`config.mk`:
```
export PLATFORM = sky130hd
export DESIGN_NAME = rcbf_ctrl
export DESIGN_NICKNAME = d
export VERILOG_FILES = /design/src/hw/rtl/rcbf_pkg.sv /design/src/hw/rtl/rcbf_ctrl.sv
export SDC_FILE = /design/constraint.sdc
export NUM_CORES = 1
export LEC_CHECK = 0
export ABC_AREA = 1
export CAP_MARGIN = 25
export CORE_AREA = 2 2 39 41
export CTS_BUF_LIST = sky130_fd_sc_hd__clkbuf_16
export CTS_CLUSTER_DIAMETER = 40
export DETAILED_ROUTE_END_ITERATION = 8
export DIE_AREA = 0 0 41 43
export DONT_BUFFER_PORTS = 1
export HOLD_SLACK_MARGIN = 0.08
export PLACE_DENSITY_LB_ADDON = 0.15
export REMOVE_ABC_BUFFERS = 1
export SETUP_SLACK_MARGIN = 0.02
export SYNTH_ARGS = -nofsm -noshare
export SYNTH_HDL_FRONTEND = slang
export SYNTH_SLANG_ARGS = --single-unit
```
`constraint.sdc`:
```
create_clock -name clk -period 1.8 [get_ports clk]
set_clock_uncertainty 0.2 [all_clocks]
set_input_delay 0.54 -clock clk [delete_from_list [all_inputs] [get_ports clk]]
set_output_delay 0.54 -clock clk [all_outputs]
set_load 0.01 [all_outputs]
```
`src/hw/rtl/rcbf_pkg.sv`:
```
package rcbf_pkg;

    // Default depth of the sample store
    localparam int STORE_DEPTH_DEF = 4096;

    // Field widths
    localparam int OP_W    = 2;
    localparam int BYTE_W  = 8;
    localparam int RIDX_W  = 12;
    localparam int WORD_W  = 16;
    localparam int CNT_W   = 13;
    localparam int RUN_W   = 15;
    localparam int CFGD_W  = 13;
    localparam int CFGI_W  = 1;

    // Operation codes
    localparam logic [OP_W-1:0] OP_DATA  = 2'd0;
    localparam logic [OP_W-1:0] OP_READ  = 2'd1;
    localparam logic [OP_W-1:0] OP_FRAME = 2'd2;

    // Register indexes
    localparam logic [CFGI_W-1:0] REG_RLE_ENABLE   = 1'b0;
    localparam logic [CFGI_W-1:0] REG_SAMPLE_LIMIT = 1'b1;

    // Reset values and fixed codes
    localparam logic [CNT_W-1:0]  LIMIT_RESET = 13'd100;
    localparam logic [WORD_W-1:0] FILL_WORD   = 16'h8282;
    localparam int                RUN_FLAG_BIT = 7;

    typedef enum logic [2:0] {
        ST_CLEAR,
        ST_IDLE,
        ST_EXEC,
        ST_FILL,
        ST_RESP
    } state_t;

    // Commands from the controller to the datapath
    typedef struct packed {
        logic accept;
        logic exec;
        logic fill;
        logic clear;
    } cmd_t;

    // Status from the datapath to the controller
    typedef struct packed {
        logic fill_go;
        logic fill_last;
        logic clear_last;
    } status_t;

endpackage

```
`src/hw/rtl/rcbf_ctrl.sv`:
```
module rcbf_ctrl (
    input  logic              clk,
    input  logic              rst_n,
    input  logic              start,
    input  rcbf_pkg::status_t status,
    output rcbf_pkg::cmd_t    cmd,
    output logic              busy,
    output logic              done
);

    rcbf_pkg::state_t state_reg;
    rcbf_pkg::state_t state_next;

    // State register; reset enters the store clearing pass
    always_ff @(posedge clk or negedge rst_n)
    begin
        if (!rst_n)
        begin
            state_reg <= rcbf_pkg::ST_CLEAR;
        end
        else
        begin
            state_reg <= state_next;
        end
    end

    // Next state
    always_comb
    begin
        state_next = state_reg;
        unique case (state_reg)
            rcbf_pkg::ST_CLEAR:
            begin
                if (status.clear_last)
                begin
                    state_next = rcbf_pkg::ST_IDLE;
                end
            end
            rcbf_pkg::ST_IDLE:
            begin
                if (start)
                begin
                    state_next = rcbf_pkg::ST_EXEC;
                end
            end
            rcbf_pkg::ST_EXEC:
            begin
                state_next = status.fill_go ? rcbf_pkg::ST_FILL : rcbf_pkg::ST_RESP;
            end
            rcbf_pkg::ST_FILL:
            begin
                if (status.fill_last)
                begin
                    state_next = rcbf_pkg::ST_RESP;
                end
            end
            rcbf_pkg::ST_RESP:
            begin
                state_next = start ? rcbf_pkg::ST_EXEC : rcbf_pkg::ST_IDLE;
            end
            default:
            begin
                state_next = rcbf_pkg::ST_IDLE;
            end
        endcase
    end

    // Outputs
    always_comb
    begin
        busy       = 1'b1;
        done       = 1'b0;
        cmd.accept = 1'b0;
        cmd.exec   = 1'b0;
        cmd.fill   = 1'b0;
        cmd.clear  = 1'b0;
        unique case (state_reg)
            rcbf_pkg::ST_CLEAR:
            begin
                cmd.clear = 1'b1;
            end
            rcbf_pkg::ST_IDLE:
            begin
                busy       = 1'b0;
                cmd.accept = start;
            end
            rcbf_pkg::ST_EXEC:
            begin
                cmd.exec = 1'b1;
            end
            rcbf_pkg::ST_FILL:
            begin
                cmd.fill = 1'b1;
            end
            rcbf_pkg::ST_RESP:
            begin
                busy       = 1'b0;
                done       = 1'b1;
                cmd.accept = start;
            end
            default:
            begin
                busy = 1'b1;
            end
        endcase
    end

endmodule

```
==> flow_summary.yaml <==
run_status:
  status: "finished with violations"
  violations_in_the_final_reports: "negative setup slack"
yosys:
  synthMostInstantiatedCell: "sky130_fd_sc_hd__nand2_1"
  synth_largest_type_area_fraction_pct: 30.6
  synth_edf_count: 0
  synthesis.instances: 40
  synth-main-ff-cell: "sky130_fd_sc_hd__dfrtp_1"
  ys_ff_latch: 3
  ys_seq_area_share_pct: 30.6
  netlist_top_cells_count: "sky130_fd_sc_hd__nand2_1 (11), sky130_fd_sc_hd__nor2_1 (6), sky130_fd_sc_hd__nand3_1 (5), sky130_fd_sc_hd__nor2_2 (4)"
  synth.yosys.warnings: 0
  syn_area_per_cell_um2: 6.13
  mappedNetlistArea_um2: 245
  synth.lib_cells_used.distinct: 13
  async_set_or_reset_flop_fraction_in_the_synthesized_netlist_pct: 100
  post_synth_main_area_contributors: "sky130_fd_sc_hd__dfrtp_1 (31%), sky130_fd_sc_hd__nand2_1 (17%), sky130_fd_sc_hd__nand3_1 (10%), sky130_fd_sc_hd__nor2_2 (10%), sky130_fd_sc_hd__nor2_1 (9.2%)"
  synth.largest_area_cell: "sky130_fd_sc_hd__dfrtp_1"
clock_tree:
  clockRootBuffer: "sky130_fd_sc_hd__clkbuf_16"
  clock_tree_from_tritoncts: "built"
  cts-buffers-inserted: 3
  cts_sinks: 3
  clock_tree.buffer_depth: 2
  clk_pin_slew_ns: 0.03
  clk-insertion-delay-late_ns: 0.22
  cts_htree_levels: 1
setup_path:
  worstPathArrival_ns: 1.10
  worst-path-max-fanout: 3
  rrSetupSlack_ns: 0.28
  cp-end-kind: "output pin"
  start_kind: "flip-flop"
  critPathLaunch: "state_reg[0]"
  worst_setup_path_endpoint: "busy"
  r2r-start: "state_reg[0]"
  timing.reg2reg.worst_path_depth: 7
  timing.critical_path.required_ns: 1.06
  regToRegEndpoint: "state_reg[0]"
  path_class: "flip-flop to output pin"
power:
  peakVddDrop_mv: 0.744
  total_power_mw: 1.07
  leakage_nw: 0.219
  power_per_cell_area_nw_per_um2: 2360
drt:
  ant_nets: 0
  avgViaCountPerCell: 4.31
  dr.pass1.iters: 2
  wire_per_inst_um: 10.7
  drt-initial-drc-count: 2
  post-route-drc-count: 0
  dr_total_vias: 293
  routed_wl_um: 728
sta:
  final.setup.worst_slack_ns: -0.0422
  slew_viol_final: 0
  min_period_ns: 1.84
  finalHoldViolations: 0
  slew_headroom_pct: 84.7
  timing.final.crit_share_pct: 102
  timing.setup.tns_ns: -0.0782
  fmax_ghz: 0.543
  final-setup-viol-count: 2
  grt_setup_unrepaired: "yes"
  worst-slew-pin-transition_ns: 0.229
floorplan:
  ios: 12
  initial_utilization_pct: 17.7
  fp.coreArea_um2: 1380
  fp.dieW_um: 41
  die_y_um: 43
  row_count: 14
  die-area_um2: 1760
min_path:
  min_path_type: "primary input to flip-flop"
cells_and_area:
  largest_register_ffs: 3
  n_fill_cell: 155
  final-seq-area_um2: 75.1
  non_filler_instance_count_after_layout: 68
  num_antenna_cells: 0
  multi_input_comb_area_um2: 190
  synthToLayoutAreaGrowth_pct: 84.7
  layout_cell_share_with_drive_strength_beyond_1_pct: 44.2
  nNetsFinal: 59
job:
  maximum_capacitance_violations: 0
grt:
  grt_max_degree: 5
  grt_util_all_layers_pct: 10.5
  globalRouteOverflowTotal: 0
  via_count_of_the_first_global_routing_pass: 314
  grt_pass1_wl_um: 1160
  antenna_found_initial: 0
place:
  hpwlAfterDp_um: 558
  globalplace.congestion: 0.672
  dp_cells: 60
  port-buffer-count: 0
-- logic make-up after synthesis --
| family | count (synthesis) | synth area share [%] |
|---|---|---|
| flip-flops | 3 | 30.6 |
| buffers and inverters | 6 | 9.18 |
| AND/OR/NAND/NOR | 30 | 58.2 |
| AO/OA/AOI/OAI | 1 | 2.04 |
-- layout make-up --
class,count,area share [%]
multi-input combinational,31,42.0
sequential,3,16.6
clock buffer,3,16.6
timing repair buffer,8,14.6
inverter,6,4.97
tap,16,4.42
clock inverter,1,0.829
-- through the flow --
stage / hold WS (ns) / cell area [µm²] / utilization [%] / setup slack (ns)
after global placement: 0.0445 / 295 / 21.3 / 0.160
final: 0.295 / 453 / 32.7 / -0.0422
after detailed placement: 0.0445 / 295 / 21.3 / 0.162
after global routing: 0.323 / 453 / 32.7 / -0.0836
after floorplan: 0.0444 / 245 / - / 0.0460
after CTS: 0.296 / 429 / 31.0 / -0.0333
-- how the worst min path moves through the flow --
stage,start,to,cells after the start
final,status[2],state_reg[2],3
after CTS,status[2],state_reg[2],3
after global routing,status[2],state_reg[2],3
after floorplan,rst_n,state_reg[0],0
after global placement,rst_n,state_reg[2],0
after detailed placement,rst_n,state_reg[2],0
-- per-layer routing --
layer / vias up / GRT usage (%) / routed length (µm) / share of wire [%]
li1: 149 / - / - / -
met1: 134 / 9.42 / 252 / 35
met2: 8 / 16.6 / 417 / 57
met3: 2 / 3.66 / 39 / 5.4
met4: 0 / 10.0 / 19 / 2.6
met5: - / 0 / 0 / 0
-- critical path: stages (launching register included) --
cell	delay (ns)
sky130_fd_sc_hd__dfrtp_1	0.41
sky130_fd_sc_hd__inv_2	0.06
sky130_fd_sc_hd__nand2_2	0.10
sky130_fd_sc_hd__nor2_4	0.05
sky130_fd_sc_hd__nor2_4	0.14
sky130_fd_sc_hd__buf_6	0.12
-- cells in the final DEF (no fill, tap or decap) --
cell and instances:
sky130_fd_sc_hd__buf_6 1, sky130_fd_sc_hd__nand2_2 2, sky130_fd_sc_hd__buf_4 6, sky130_fd_sc_hd__nand3_1 5
sky130_fd_sc_hd__clkbuf_16 3, sky130_fd_sc_hd__nor2_4 5, sky130_fd_sc_hd__a21oi_1 1, sky130_fd_sc_hd__nand3b_1 1
sky130_fd_sc_hd__dfrtp_1 3, sky130_fd_sc_hd__nand2_1 10, sky130_fd_sc_hd__nand3_4 1, sky130_fd_sc_hd__inv_1 3
sky130_fd_sc_hd__clkinv_1 1, sky130_fd_sc_hd__nor3_1 1, sky130_fd_sc_hd__inv_2 3, sky130_fd_sc_hd__dlygate4sd3_1 1
sky130_fd_sc_hd__nor2_1 3, sky130_fd_sc_hd__nor2_2 2
-- power breakdown --
part | internal, mW | switching (mW) | total [mW]
Sequential | 0.101 | 0.0306 | 0.132
Clock | 0.286 | 0.0614 | 0.348
Combinational | 0.244 | 0.343 | 0.587
Total | 0.632 | 0.435 | 1.07
-- what timing repair did --
item / 4_1_cts / 5_1_grt
hold endpoints to repair: 3 / 0
cloned: 0 / 0
pin swaps: 3 / 4
buffers inserted: 3 / 0
gates resized for setup: 6 / 5
hold buffers: 1 / 0
setup endpoints to repair: 2 / 5
No activity file was read; power rests on OpenSTA's default activity.
